<file path="src/hw/rtl/isp_pkg.sv">
// Shared types, codes and character helpers for the infix-to-postfix converter.
// No dependencies; imported by every module of the block but isp_ram.
package isp_pkg;

  // Default operator stack depth (entries)
  localparam int STACK_DEPTH_DEF = 32;
  // Entries in the queue between the front and the back
  localparam int QDEPTH = 2;

  // Characters with a meaning
  localparam logic [7:0] CH_PLUS  = 8'h2B;
  localparam logic [7:0] CH_MINUS = 8'h2D;
  localparam logic [7:0] CH_MUL   = 8'h2A;
  localparam logic [7:0] CH_DIV   = 8'h2F;
  localparam logic [7:0] CH_POW   = 8'h5E;
  localparam logic [7:0] CH_OPEN  = 8'h28;
  localparam logic [7:0] CH_CLOSE = 8'h29;

  // Result status codes
  localparam logic [1:0] ST_OK        = 2'd0;
  localparam logic [1:0] ST_OVERFLOW  = 2'd1;
  localparam logic [1:0] ST_UNMATCHED = 2'd2;

  // Operator ranks
  localparam logic [1:0] RANK_ADD = 2'd0;
  localparam logic [1:0] RANK_MUL = 2'd1;
  localparam logic [1:0] RANK_POW = 2'd2;

  typedef struct packed {
    logic [7:0] symbol;
    logic       end_of_expression;
  } in_item_t;

  typedef struct packed {
    logic [7:0] out_char;
    logic [1:0] status;
    logic       run_last;
  } out_item_t;

  typedef enum logic [1:0] {
    KIND_OPERAND = 2'd0,
    KIND_OPER    = 2'd1,
    KIND_OPEN    = 2'd2,
    KIND_CLOSE   = 2'd3
  } kind_t;

  // Classified item as it sits in the front queue
  typedef struct packed {
    in_item_t   item;
    kind_t      kind;
    logic [1:0] rank;
  } cls_item_t;

  function automatic logic is_op(input logic [7:0] c);
    return (c == CH_PLUS) || (c == CH_MINUS) || (c == CH_MUL) ||
           (c == CH_DIV) || (c == CH_POW);
  endfunction

  function automatic logic [1:0] op_rank(input logic [7:0] c);
    logic [1:0] r;
    r = RANK_ADD;
    if ((c == CH_MUL) || (c == CH_DIV)) r = RANK_MUL;
    if (c == CH_POW) r = RANK_POW;
    return r;
  endfunction

endpackage

</file>
<file path="src/hw/rtl/isp_ram.sv">
// Generic single-write, single-read RAM with registered read (old data on collision).
// No dependencies.
module isp_ram #(
  parameter int WIDTH = 8,
  parameter int DEPTH = 32
) (
  input  logic                     clk,
  input  logic                     we,
  input  logic [$clog2(DEPTH)-1:0] waddr,
  input  logic [WIDTH-1:0]         wdata,
  input  logic [$clog2(DEPTH)-1:0] raddr,
  output logic [WIDTH-1:0]         rdata
);

  logic [WIDTH-1:0] mem [DEPTH];

  always_ff @(posedge clk) begin
    if (we) begin
      mem[waddr] <= wdata;
    end
    rdata <= mem[raddr];
  end

endmodule

</file>
<file path="src/hw/rtl/isp_front.sv">
// Front end: accepts input transfers, classifies each symbol, queues it for the back.
// Depends on isp_pkg.
module isp_front
  import isp_pkg::*;
(
  input  logic      clk,
  input  logic      rst_n,
  input  logic      push,
  output logic      full,
  input  in_item_t  in_data,
  output logic      q_valid,
  output cls_item_t q_item,
  input  logic      q_take
);

  localparam int PW = (QDEPTH > 1) ? $clog2(QDEPTH) : 1;
  localparam int CW = $clog2(QDEPTH + 1);

  cls_item_t         entry_r [QDEPTH];
  logic [PW-1:0]     wr_ptr_r, wr_ptr_nxt;
  logic [PW-1:0]     rd_ptr_r, rd_ptr_nxt;
  logic [CW-1:0]     cnt_r, cnt_nxt;
  cls_item_t         cls;
  logic              wr_en;
  logic              rd_en;

  // Classify the incoming symbol
  always_comb begin
    cls.item = in_data;
    cls.rank = op_rank(in_data.symbol);
    if (is_op(in_data.symbol)) begin
      cls.kind = KIND_OPER;
    end else if (in_data.symbol == CH_OPEN) begin
      cls.kind = KIND_OPEN;
    end else if (in_data.symbol == CH_CLOSE) begin
      cls.kind = KIND_CLOSE;
    end else begin
      cls.kind = KIND_OPERAND;
    end
  end

  assign full    = (cnt_r == CW'(QDEPTH));
  assign q_valid = (cnt_r != '0);
  assign q_item  = entry_r[rd_ptr_r];
  assign wr_en   = push && !full;
  assign rd_en   = q_take && q_valid;

  // Pointer and fill count
  always_comb begin
    wr_ptr_nxt = wr_ptr_r;
    rd_ptr_nxt = rd_ptr_r;
    if (wr_en) begin
      wr_ptr_nxt = (wr_ptr_r == PW'(QDEPTH - 1)) ? '0 : wr_ptr_r + 1'b1;
    end
    if (rd_en) begin
      rd_ptr_nxt = (rd_ptr_r == PW'(QDEPTH - 1)) ? '0 : rd_ptr_r + 1'b1;
    end
    cnt_nxt = cnt_r + CW'(wr_en) - CW'(rd_en);
  end

  always_ff @(posedge clk) begin
    if (!rst_n) begin
      wr_ptr_r <= '0;
      rd_ptr_r <= '0;
      cnt_r    <= '0;
    end else begin
      wr_ptr_r <= wr_ptr_nxt;
      rd_ptr_r <= rd_ptr_nxt;
      cnt_r    <= cnt_nxt;
    end
  end

  // Queue storage, no reset
  always_ff @(posedge clk) begin
    if (wr_en) begin
      entry_r[wr_ptr_r] <= cls;
    end
  end

endmodule

</file>
<file path="src/hw/rtl/isp_back.sv">
// Back end: shunting-yard sequencer with operator stack, result staging and output register.
// Depends on isp_pkg and isp_ram.
module isp_back
  import isp_pkg::*;
#(
  parameter int STACK_DEPTH = STACK_DEPTH_DEF
) (
  input  logic      clk,
  input  logic      rst_n,
  input  logic      q_valid,
  input  cls_item_t q_item,
  output logic      q_take,
  output logic      empty,
  input  logic      pop,
  output out_item_t out_data
);

  localparam int AW = $clog2(STACK_DEPTH);
  localparam int CW = $clog2(STACK_DEPTH + 1);

  typedef enum logic [6:0] {
    S_IDLE    = 7'b0000001,
    S_OPER    = 7'b0000010,
    S_OPEN    = 7'b0000100,
    S_CLOSE   = 7'b0001000,
    S_OPERAND = 7'b0010000,
    S_DRAIN   = 7'b0100000,
    S_FIN     = 7'b1000000
  } state_t;

  state_t     state_r, state_nxt;
  cls_item_t  cur_r, cur_nxt;
  logic [CW-1:0] count_r, count_nxt;
  logic [7:0] top_r, top_nxt;
  logic       sec_byp_r, sec_byp_nxt;
  logic [7:0] sec_val_r, sec_val_nxt;
  logic       hold_v_r, hold_v_nxt;
  logic [7:0] hold_ch_r, hold_ch_nxt;
  logic [1:0] hold_st_r, hold_st_nxt;
  logic       out_v_r, out_v_nxt;
  out_item_t  out_r, out_nxt;

  logic [7:0] sec;
  logic [7:0] ram_rdata;
  logic [AW-1:0] ram_raddr;
  logic       out_free, emit_ok;
  logic       do_emit, do_push, do_pop, do_fin, do_load;
  logic [7:0] emit_ch;
  logic [1:0] emit_st;
  logic [7:0] push_ch;
  logic       stk_empty, stk_full;
  state_t     after_sym;

  // Entry under the top: from the RAM, or the old top right after a push
  assign sec       = sec_byp_r ? sec_val_r : ram_rdata;
  assign out_free  = !out_v_r || pop;
  assign emit_ok   = !hold_v_r || out_free;
  assign stk_empty = (count_r == '0);
  assign stk_full  = (count_r == CW'(STACK_DEPTH));
  assign after_sym = cur_r.item.end_of_expression ? S_DRAIN : S_FIN;

  // Sequencer
  always_comb begin
    state_nxt = state_r;
    do_emit   = 1'b0;
    emit_ch   = top_r;
    emit_st   = ST_OK;
    do_push   = 1'b0;
    push_ch   = cur_r.item.symbol;
    do_pop    = 1'b0;
    do_fin    = 1'b0;
    do_load   = 1'b0;
    case (state_r)
      S_IDLE: begin
        do_load = q_valid;
      end
      S_OPER: begin
        if (!stk_empty && is_op(top_r) && (op_rank(top_r) >= cur_r.rank)) begin
          if (emit_ok) begin
            do_emit = 1'b1;
            do_pop  = 1'b1;
          end
        end else if (!stk_full) begin
          do_push   = 1'b1;
          state_nxt = after_sym;
        end else if (emit_ok) begin
          do_emit   = 1'b1;
          emit_ch   = cur_r.item.symbol;
          emit_st   = ST_OVERFLOW;
          state_nxt = after_sym;
        end
      end
      S_OPEN: begin
        if (!stk_full) begin
          do_push   = 1'b1;
          state_nxt = after_sym;
        end else if (emit_ok) begin
          do_emit   = 1'b1;
          emit_ch   = cur_r.item.symbol;
          emit_st   = ST_OVERFLOW;
          state_nxt = after_sym;
        end
      end
      S_CLOSE: begin
        if (stk_empty) begin
          if (emit_ok) begin
            do_emit   = 1'b1;
            emit_ch   = CH_CLOSE;
            emit_st   = ST_UNMATCHED;
            state_nxt = after_sym;
          end
        end else if (top_r == CH_OPEN) begin
          do_pop    = 1'b1;
          state_nxt = after_sym;
        end else if (emit_ok) begin
          do_emit = 1'b1;
          do_pop  = 1'b1;
        end
      end
      S_OPERAND: begin
        if (emit_ok) begin
          do_emit   = 1'b1;
          emit_ch   = cur_r.item.symbol;
          state_nxt = after_sym;
        end
      end
      S_DRAIN: begin
        if (stk_empty) begin
          state_nxt = S_FIN;
        end else if (top_r == CH_OPEN) begin
          do_pop = 1'b1;
        end else if (emit_ok) begin
          do_emit = 1'b1;
          do_pop  = 1'b1;
        end
      end
      S_FIN: begin
        // Flag the staged result, if any, as last, then move on to the next item
        if (!hold_v_r) begin
          do_load   = q_valid;
          state_nxt = S_IDLE;
        end else if (out_free) begin
          do_fin    = 1'b1;
          do_load   = q_valid;
          state_nxt = S_IDLE;
        end
      end
      default: begin
        state_nxt = S_IDLE;
      end
    endcase

    // Load the next queued item and dispatch on its kind
    cur_nxt = cur_r;
    if (do_load) begin
      cur_nxt = q_item;
      case (q_item.kind)
        KIND_OPER:  state_nxt = S_OPER;
        KIND_OPEN:  state_nxt = S_OPEN;
        KIND_CLOSE: state_nxt = S_CLOSE;
        default:    state_nxt = S_OPERAND;
      endcase
    end
  end

  assign q_take = do_load;

  // Stack: top in a register, deeper entries in the RAM
  always_comb begin
    count_nxt   = count_r;
    top_nxt     = top_r;
    sec_byp_nxt = 1'b0;
    sec_val_nxt = sec_val_r;
    if (do_pop) begin
      count_nxt = count_r - 1'b1;
      top_nxt   = sec;
    end else if (do_push) begin
      count_nxt   = count_r + 1'b1;
      top_nxt     = push_ch;
      sec_byp_nxt = 1'b1;
      sec_val_nxt = top_r;
    end
  end

  logic [CW-1:0] raddr_full;
  logic [CW-1:0] waddr_full;
  assign raddr_full = count_nxt - CW'(2);
  assign waddr_full = count_r - 1'b1;
  assign ram_raddr  = raddr_full[AW-1:0];

  isp_ram #(
    .WIDTH (8),
    .DEPTH (STACK_DEPTH)
  ) u_stack (
    .clk   (clk),
    .we    (do_push && !stk_empty),
    .waddr (waddr_full[AW-1:0]),
    .wdata (top_r),
    .raddr (ram_raddr),
    .rdata (ram_rdata)
  );

  // Result staging: one result held back until the next one shows its run_last bit
  always_comb begin
    hold_v_nxt  = hold_v_r;
    hold_ch_nxt = hold_ch_r;
    hold_st_nxt = hold_st_r;
    out_v_nxt   = out_v_r && !pop;
    out_nxt     = out_r;
    if (do_emit) begin
      if (hold_v_r) begin
        out_v_nxt        = 1'b1;
        out_nxt.out_char = hold_ch_r;
        out_nxt.status   = hold_st_r;
        out_nxt.run_last = 1'b0;
      end
      hold_v_nxt  = 1'b1;
      hold_ch_nxt = emit_ch;
      hold_st_nxt = emit_st;
    end else if (do_fin) begin
      out_v_nxt        = 1'b1;
      out_nxt.out_char = hold_ch_r;
      out_nxt.status   = hold_st_r;
      out_nxt.run_last = 1'b1;
      hold_v_nxt       = 1'b0;
    end
  end

  assign empty    = !out_v_r;
  assign out_data = out_r;

  always_ff @(posedge clk) begin
    if (!rst_n) begin
      state_r   <= S_IDLE;
      count_r   <= '0;
      sec_byp_r <= 1'b0;
      hold_v_r  <= 1'b0;
      out_v_r   <= 1'b0;
    end else begin
      state_r   <= state_nxt;
      count_r   <= count_nxt;
      sec_byp_r <= sec_byp_nxt;
      hold_v_r  <= hold_v_nxt;
      out_v_r   <= out_v_nxt;
    end
  end

  // Payload registers
  always_ff @(posedge clk) begin
    cur_r     <= cur_nxt;
    top_r     <= top_nxt;
    sec_val_r <= sec_val_nxt;
    hold_ch_r <= hold_ch_nxt;
    hold_st_r <= hold_st_nxt;
    out_r     <= out_nxt;
  end

endmodule

</file>
<file path="src/hw/rtl/infix_to_postfix_converter.sv">
// Top level of the shunting-yard infix-to-postfix converter.
// Depends on isp_pkg, isp_front, isp_back (and isp_ram below it).
//
//  channel  dir  handshake            payload
//  input    in   push / full          in_data  (symbol, end_of_expression)
//  result   out  empty / pop          out_data (out_char, status, run_last)
//
// The back end handles each item in a state for its kind; an operator or ')' first
// pops stacked operators, and a drain pops every stacked entry. The stack RAM has one
// write and one registered read port, so the stack moves one entry per cycle unless
// the output stalls; the output register takes one result a cycle while it is popped.
// Reset empties the stack and queues at once; stack RAM contents are not cleared.
// A two-entry front queue keeps taking transfers while the back end works or stalls, until full.
module infix_to_postfix_converter
  import isp_pkg::*;
#(
  parameter int STACK_DEPTH = STACK_DEPTH_DEF
) (
  input  logic      clk,
  input  logic      rst_n,
  input  logic      push,
  output logic      full,
  input  in_item_t  in_data,
  output logic      empty,
  input  logic      pop,
  output out_item_t out_data
);

  logic      q_valid;
  logic      q_take;
  cls_item_t q_item;

  isp_front u_front (
    .clk     (clk),
    .rst_n   (rst_n),
    .push    (push),
    .full    (full),
    .in_data (in_data),
    .q_valid (q_valid),
    .q_item  (q_item),
    .q_take  (q_take)
  );

  isp_back #(
    .STACK_DEPTH (STACK_DEPTH)
  ) u_back (
    .clk      (clk),
    .rst_n    (rst_n),
    .q_valid  (q_valid),
    .q_item   (q_item),
    .q_take   (q_take),
    .empty    (empty),
    .pop      (pop),
    .out_data (out_data)
  );

  // The back end only takes from a non-empty queue
  a_take_valid: assert property (@(posedge clk) disable iff (!rst_n)
    q_take |-> q_valid)
    else $error("back end took from an empty queue");

  // Only defined status codes leave the block
  a_status_code: assert property (@(posedge clk) disable iff (!rst_n)
    !empty |-> (out_data.status == ST_OK || out_data.status == ST_OVERFLOW ||
                out_data.status == ST_UNMATCHED))
    else $error("undefined status code on result");

  // The queue fills only through an input transfer
  a_full_rise: assert property (@(posedge clk) disable iff (!rst_n)
    $rose(full) |-> $past(push))
    else $error("queue became full without an input transfer");

endmodule

</file>
<file path="config.mk">
export PLATFORM = sky130hd
export DESIGN_NAME = infix_to_postfix_converter
export DESIGN_NICKNAME = d
export VERILOG_FILES = /design/src/hw/rtl/isp_pkg.sv /design/src/hw/rtl/isp_ram.sv /design/src/hw/rtl/isp_front.sv /design/src/hw/rtl/isp_back.sv /design/src/hw/rtl/infix_to_postfix_converter.sv
export SDC_FILE = /design/constraint.sdc
export NUM_CORES = 1
export LEC_CHECK = 0
export BUFFER_PORTS_ARGS = -buffer_cell sky130_fd_sc_hd__buf_2
export CAP_MARGIN = 20
export CORE_MARGIN = 3
export CORE_UTILIZATION = 45
export CTS_CLUSTER_SIZE = 30
export DETAILED_ROUTE_END_ITERATION = 6
export GPL_TIMING_DRIVEN = 0
export MAX_ROUTING_LAYER = met4
export PLACE_DENSITY = 0.69
export SLEW_MARGIN = 15
export SYNTH_ARGS = -nofsm -noshare
export SYNTH_HDL_FRONTEND = slang
export SYNTH_HIERARCHICAL = 1
export SYNTH_SLANG_ARGS = --single-unit
export TNS_END_PERCENT = 100
</file>
<file path="constraint.sdc">
create_clock -name clk -period 5.5 [get_ports clk]
set_input_delay 0.825 -clock clk [delete_from_list [all_inputs] [get_ports clk]]
set_output_delay 0.825 -clock clk [all_outputs]
set_load 0.02 [all_outputs]
</file>
Yosys cells after proc, flatten, opt, wreduce, memory -nomap -nowiden --
Memories as Yosys holds them, arrays and structs flattened. A register that Yosys moved wholly into a read port is not among the register bits. Index checks and enable logic that the tools add are counted.
Operators by class: add/sub/neg operators 7, $mul 0, divide/modulo/power cells 0, magnitude comparators 1, equal/unequal tests 31, shift-type cells 0, muxes and demuxes 74, bitwise gates (word level) 2, reduce and logical (&&, ||, !) cells 32
Operator list (number):
- $eq A8 B6 Y1 const B | 11
- $mux W7 | 10
- $mux W8 | 8
- $pmux W7 S7 | 1
- $mux W1 | 33
- $mux W11 | 3
- $pmux W8 S4 | 1
- $mux W2 | 10
- $eq A8 B7 Y1 const B | 2
- $pmux W5 S3 | 1
- $logic_or A1 B1 Y1 | 12
- $mux W6 | 2
- $eq A7 B1 Y1 const B | 1
- $eq A7 B2 Y1 const B | 1
- $eq A7 B3 Y1 const B | 1
- $eq A7 B4 Y1 const B | 1
- $eq A7 B5 Y1 const B | 1
- $eq A7 B6 Y1 const B | 1
- $eq A7 B7 Y1 const B | 1
- $add A6 B1 Y6 const B | 1
- $eq A2 B2 Y1 const B | 3
- $eq A6 B6 Y1 const B | 1
- $logic_and A1 B1 Y1 | 6
- $logic_not A6 Y1 | 1
- 22 further kinds | 34
Storage, ports and cells: register bits after elaboration 68, latch bits 0, RAM bits 282, ROM bits 0, input port bits 13, logic and storage cells 167, memories kept 2
Memory list:
- u_back.u_stack.mem | depth 32, bits a word 8, rd ports 1, clocked after Yosys merged registers in 1, wr ports 1, line isp_ram.sv:15 | logic [WIDTH-1:0] mem [DEPTH];
- u_front.entry_r | depth 2, bits a word 13, rd ports 1, clocked after Yosys merged registers in 1, wr ports 1, line isp_front.sv:19 | cls_item_t entry_r [QDEPTH];

Depth between registers and ports, before layout --
depth after elaboration 12, mapped depth 17, gate-level depth less buffers 15

Hierarchy --
The synthesis kept the hierarchy.
Modules (own cells, without submodules):
- isp_ram | instances 1, cells each 417, area an instance 10053.4 um^2, sequential area each 7847.5 um^2
- isp_back | instances 1, cells each 267, area an instance 3110.5 um^2, sequential area each 1761.7 um^2
- isp_front | instances 1, cells each 80, area an instance 1243.7 um^2, sequential area each 880.8 um^2

Worst setup path before layout --
Ideal clock, no wire load.
kind reg2reg, start point reg u_back.top_r[7], end point reg u_back.u_stack.rdata[0] (read register of u_back.u_stack.mem), arrival 4786 ps, data required time 5379 ps, path slack 594 ps, cell stages (with the launch flop) 18, buffers on the path 2, period minus slack after synthesis 4906 ps, path through edfxtp_1 nand4bb_1 nor2_1 nand3_1 ha_1 nand2b_1 a21oi_1 nor2_2 a31oi_4 mux2i_1 a221oi_2 ha_1 inv_1 clkbuf_1 clkbuf_1 mux4_2 mux4_2 mux2_2
On the way: cells in the longest elaborated chain, start to end 12, elaborated cells between the ends (all ways) 26, those cells by class add/sub (1); order compare (1); eq/ne (6); mux (11); reduce/logical (7)
RTL lines:
- start: declaration | line isp_back.sv:34 | logic [7:0] top_r, top_nxt;
- start signal: assignment | line isp_back.sv:251 | top_r <= top_nxt;
- $eq A8 B6 Y1 (on tied branches) | line isp_pkg.sv:55, isp_pkg.sv:62, isp_pkg.sv:56
- $logic_or A1 B1 Y1 (on tied branches) | line isp_pkg.sv:62, isp_pkg.sv:55
- $mux W1 or $logic_or A1 B1 Y1 (tied branches) | line isp_pkg.sv:62, isp_pkg.sv:55
- $mux W2 or $logic_or A1 B1 Y1 (tied branches) | line isp_pkg.sv:63, isp_pkg.sv:55
- $mux W2 or $logic_or A1 B1 Y1 (tied branches) | line isp_back.sv:73, isp_pkg.sv:56
- $ge A2 B2 Y1 or $logic_and A1 B1 Y1 (tied branches) | line isp_back.sv:78 | if (!stk_empty && is_op(top_r) && (op_rank(top_r) >= cur_r.rank)) begin
- $logic_and A1 B1 Y1 | line isp_back.sv:78
- $mux W1 | line isp_back.sv:78
- $pmux W1 S2 | line isp_back.sv:73 | case (state_r)
- $mux W6 | line isp_back.sv:177 | end else if (do_push) begin
- $mux W6 * | line isp_back.sv:174 | if (do_pop) begin
- $sub A5 B2 Y5 * | line isp_back.sv:187 | assign raddr_full = count_nxt - CW'(2);
- via u_back.raddr_full[1] | line isp_back.sv:185 | logic [CW-1:0] raddr_full;
- end: declaration | line isp_ram.sv:12 | output logic [WIDTH-1:0] rdata
The timed path passes the listed nets; every way through them passes the cells marked *. The select of a mux whose other input is x is not followed. A chain may end at the register's enable or synchronous reset.

Worst setup path in the final report --
start point reg u_back.top_r[7], end point reg u_back.u_stack.rdata[7] (read register of u_back.u_stack.mem)
On the way: cells in the longest elaborated chain, start to end 12, elaborated cells between the ends (all ways) 26, those cells by class add/sub (1); order compare (1); eq/ne (6); mux (11); reduce/logical (7)
RTL lines:
- $eq A8 B6 Y1 (on tied branches) | line isp_pkg.sv:55, isp_pkg.sv:62, isp_pkg.sv:56
- $logic_or A1 B1 Y1 (on tied branches) | line isp_pkg.sv:62, isp_pkg.sv:55
- $mux W1 or $logic_or A1 B1 Y1 (tied branches) | line isp_pkg.sv:62, isp_pkg.sv:55
- $mux W2 or $logic_or A1 B1 Y1 (tied branches) | line isp_pkg.sv:63, isp_pkg.sv:55
- $mux W2 or $logic_or A1 B1 Y1 (tied branches) | line isp_back.sv:73, isp_pkg.sv:56
- $ge A2 B2 Y1 or $logic_and A1 B1 Y1 (tied branches) | line isp_back.sv:78
- $logic_and A1 B1 Y1 | line isp_back.sv:78
- $mux W1 | line isp_back.sv:78
- $pmux W1 S2 | line isp_back.sv:73
- $mux W6 | line isp_back.sv:177
- $mux W6 * | line isp_back.sv:174
- via u_back.count_nxt[0] | line isp_back.sv:33 | logic [CW-1:0] count_r, count_nxt;
- $sub A5 B2 Y5 * | line isp_back.sv:187
Marks and branches as above.

==> out/qor.csv <==
stage;metric;value;unit
status;status;complete, no violations;
cts;cts_max_level;2;
global_route;grt-ovfl-total;0;
die;die_h;184.9;µm
pwr;power_leakage;5.426;nW
drt;drt_iter0_drc;613;
min_path;hold_path.class;reg2reg;
cts;cts_buffers;38;
sta;clock_skew;14.82;ps
synthesis;synth-seq-cells;359;
layout;register_area;10490;µm²
sta;final-hold-violation-count;0;
pwr;comb_power_share;11.9;%
global_route;antenna_found_initial;0;
synthesis;synth-seq-area-share;72.81;%
placed_design;pre_cts_slack;-1077;ps
global_route;grt_pass1_vias;7292;
drt;wl_per_cell;22.62;µm
synthesis;synth_ff_type;edfxtp_1;
die;io_pins;26;
worst_setup_path;cp_slowest_cell;edfxtp_1;
global_route;grt_pass1_wl;44340;µm
sta;fin_setup_tns;0;ps
placed_design;place_area;15160;µm²
synthesis;synth_nets;784;
drt;via_per_inst;5.714;
sta;slew_violations;0;
synthesis;netlist_instances;764;
cts;cts_tree;built;
layout;multi_input_area;3707;µm²
die;core_area;31070;µm²
worst_setup_path;crit_path_end_kind;flip-flop;
die;rows;64;
pwr;peakVddDrop;343.6;µV
global_route;grt_use_total;17.89;%
synthesis;ys_types;70;
drt;ant_nets;0;
sta;maxSlewHeadroom;38.63;%
pwr;power_frac_clock;37.3;%
layout;n_antenna_cell;0;
pwr;internal_power;4.877;mW
layout;area_growth;14.22;%
layout;drive_gt1_share;25.83;%
pwr;power.density;387.8;nW/µm²
worst_setup_path;crit_path_max_incr_delay;630;ps
sta;fmax;0.1910;GHz
sta;period_share;95.18;%
placed_design;place_congestion;0.8441;
drt;vias;7262;
worst_setup_path;crit_type;reg2reg;
layout;fillCellCount;2440;
drt;drt_wl_total;28750;µm
synthesis;async_flop_share;0;%
drt;drc;0;
pwr;switching_power;1.505;mW
sta;fin_ws;265.3;ps
drt;dr.pass1.iters;4;
synthesis;postSynthAreaPerCell;18.86;µm²
cts;clkTransAtPathRegs;60;ps
worst_setup_path;crit_path_max_fanout;13;
layout;final_area;16460;µm²
synthesis;ys_warn_count;6;
worst_setup_path;cp.required;5890;ps
job;maxCapViolations;0;
worst_setup_path;worstSetupStartpointType;flip-flop;
cts;clock-sinks;359;
sta;whs;418.6;ps
layout;fin_nets;867;
synthesis;synth-edff-count;330;
cts;clock_latency;510;ps
die;start_util;46.37;%
sta;rsz0062_at_grt;no;
die;die_x;184.9;µm
worst_setup_path;path_cells;nand4bb_1, nor2_1, nand3_1, ha_1, nand2b_1, a21oi_1, a2111oi_4, a21oi_4, nand2b_1, xnor2_1, buf_6, buf_4, mux4_2, mux4_2, mux2_2;
pwr;netSwitchingFraction;23.58;%
sta;finalWorstPathRequiredPeriod;5235;ps
sta;worst_pin_slew;917.1;ps
worst_setup_path;r2r_slack;270;ps
worst_setup_path;arrival;5630;ps
synthesis;syn_area;14410;µm²
sta;setup-violations-final;0;
pwr;pwr-share-seq;50.7;%
cts;clock-root-buffer;clkbuf_16;
die;die_area;34200;µm²
cts;holdBufCountCts;0;
cts;cts_buffer_depth;3;
placed_design;dp_hpwl;18770;µm
global_route;grt_max_degree;25;
placed_design;io_buffers;25;
## cell usage after synthesis (7+ instances only)
cell type    n  area, µm²
edfxtp_1   330       9910
mux4_2      80       1802
nor2_1      57      214.0
nand2_1     30      112.6
dfxtp_1     29      580.6
inv_1       18      67.56
o21ai_0     17      85.08
mux2i_1     13      130.1
mux2_1      12      135.1
clkbuf_1    11      41.29
nand3_1     10      50.05
a21oi_1      9      45.04
mux2_2       9      101.4
nor3_1       9      45.04
nor2b_1      8      50.05
a22o_1       7      61.31
and2_1       7      43.79
ha_1         7      87.58
xnor2_1      7      61.31
xor2_1       7      61.31
## cell usage in the layout (no fill, tap or decap), types with 12 or more instances in the layout
cell type,instances
nand2_1,30
buf_4,17
mux2_1,12
buf_2,30
nor2_1,57
clkbuf_1,13
mux2i_1,13
inv_1,17
o21ai_0,17
edfxtp_1,330
mux4_2,80
dfxtp_1,29
clkbuf_16,39
## final cells by class
class | instances | share of cell area (%)
Multi-Input combinational cell | 358 | 22.53
Sequential cell | 359 | 63.75
Tap cell | 396 | 3.011
Clock buffer | 50 | 6.425
Timing Repair Buffer | 44 | 2.175
Buffer | 27 | 0.9276
Inverter | 19 | 0.4562
Clock inverter | 18 | 0.7299
## repair_timing
| item | in CTS | in global routing |
|---|---|---|
| hold endpoints to repair | 0 | 0 |
| pin swaps | 1 | 1 |
| setup endpoints to repair | 8 | 8 |
| gates resized for setup | 7 | 2 |
| buffers inserted | 12 | 1 |
## routing by layer
metal / global-route usage [%] / up-vias / share of wire (%)
li1: - / 3232 / -
met1: 24.49 / 3774 / 44
met2: 27.68 / 208 / 48
met3: 3.672 / 48 / 6.3
met4: 5.012 / 0 / 2.2
met5: - / - / 0
## sequential cells by signal, indices dropped and copies added, names as in the netlist, 2 cells and up, named ones only
| name | count |
|---|---|
| u_back/u_stack/mem | 256 |
| u_front/entry_r | 26 |
| u_back/out_data | 11 |
| u_back/hold_ch_r | 8 |
| u_back/push_ch | 8 |
| u_back/sec_val_r | 8 |
| u_back/top_r | 8 |
| u_back/u_stack/rdata | 8 |
| u_back/state_r | 7 |
| u_back/count_r | 6 |
| u_back/cur_r | 3 |
| u_back/hold_st_r | 2 |
| u_front/cnt_r | 2 |
## power groups by stage
stage / combinational [mW] / sequential, mW / clock, mW
floorplan: 0.535 / 3.26 / 0
global placement: 0.691 / 3.32 / 0
detailed placement: 0.734 / 3.31 / 0
CTS: 0.765 / 3.23 / 2.44
global route: 0.828 / 3.25 / 2.56
finish: 0.760 / 3.24 / 2.38
## worst paths after layout
| path | startpoint | to | depth (start not counted) |
|---|---|---|---|
| min | u_back/hold_ch_r[3] | u_back/out_data[6] | 0 |
| max | u_back/top_r[7] | u_back/u_stack/rdata[7] | 15 |
| min reg2reg | u_back/hold_ch_r[3] | u_back/out_data[6] | 0 |
| max reg2reg | u_back/top_r[7] | u_back/u_stack/rdata[7] | 15 |
## cells by family after synthesis
kind of cell	synth area share, %
AO/OA/AOI/OAI	3.135
XOR/XNOR	0.8511
adder cells (fa/ha/maj)	0.6079
buffers and inverters	1.511
flip-flops	72.81
multiplexers	15.05
AND/OR/NAND/NOR	6.036
## critical path: cells and delay by family, from the launching register on
kind	cells	cell delay, ps
and+or+nand+nor	5	1060
AOI/OAI and AO/OA	3	780
adders and majority gates	1	320
buffers and inverters	2	520
DFF	1	630
muxes	3	1430
xor gates and xnor gates	1	320
## through the flow
| stage | utilization, % | total power, mW | std cells |
|---|---|---|---|
| after floorplan | - | 3.799 | 764 |
| after global placement | 48.37 | 4.008 | 1185 |
| after detailed placement | 48.78 | 4.039 | 1191 |
| after CTS | 52.90 | 6.440 | 1270 |
| after global routing | 52.96 | 6.636 | 1271 |
| final | 52.96 | 6.382 | 1271 |
Note: power is estimated with default switching activity, not from simulation.
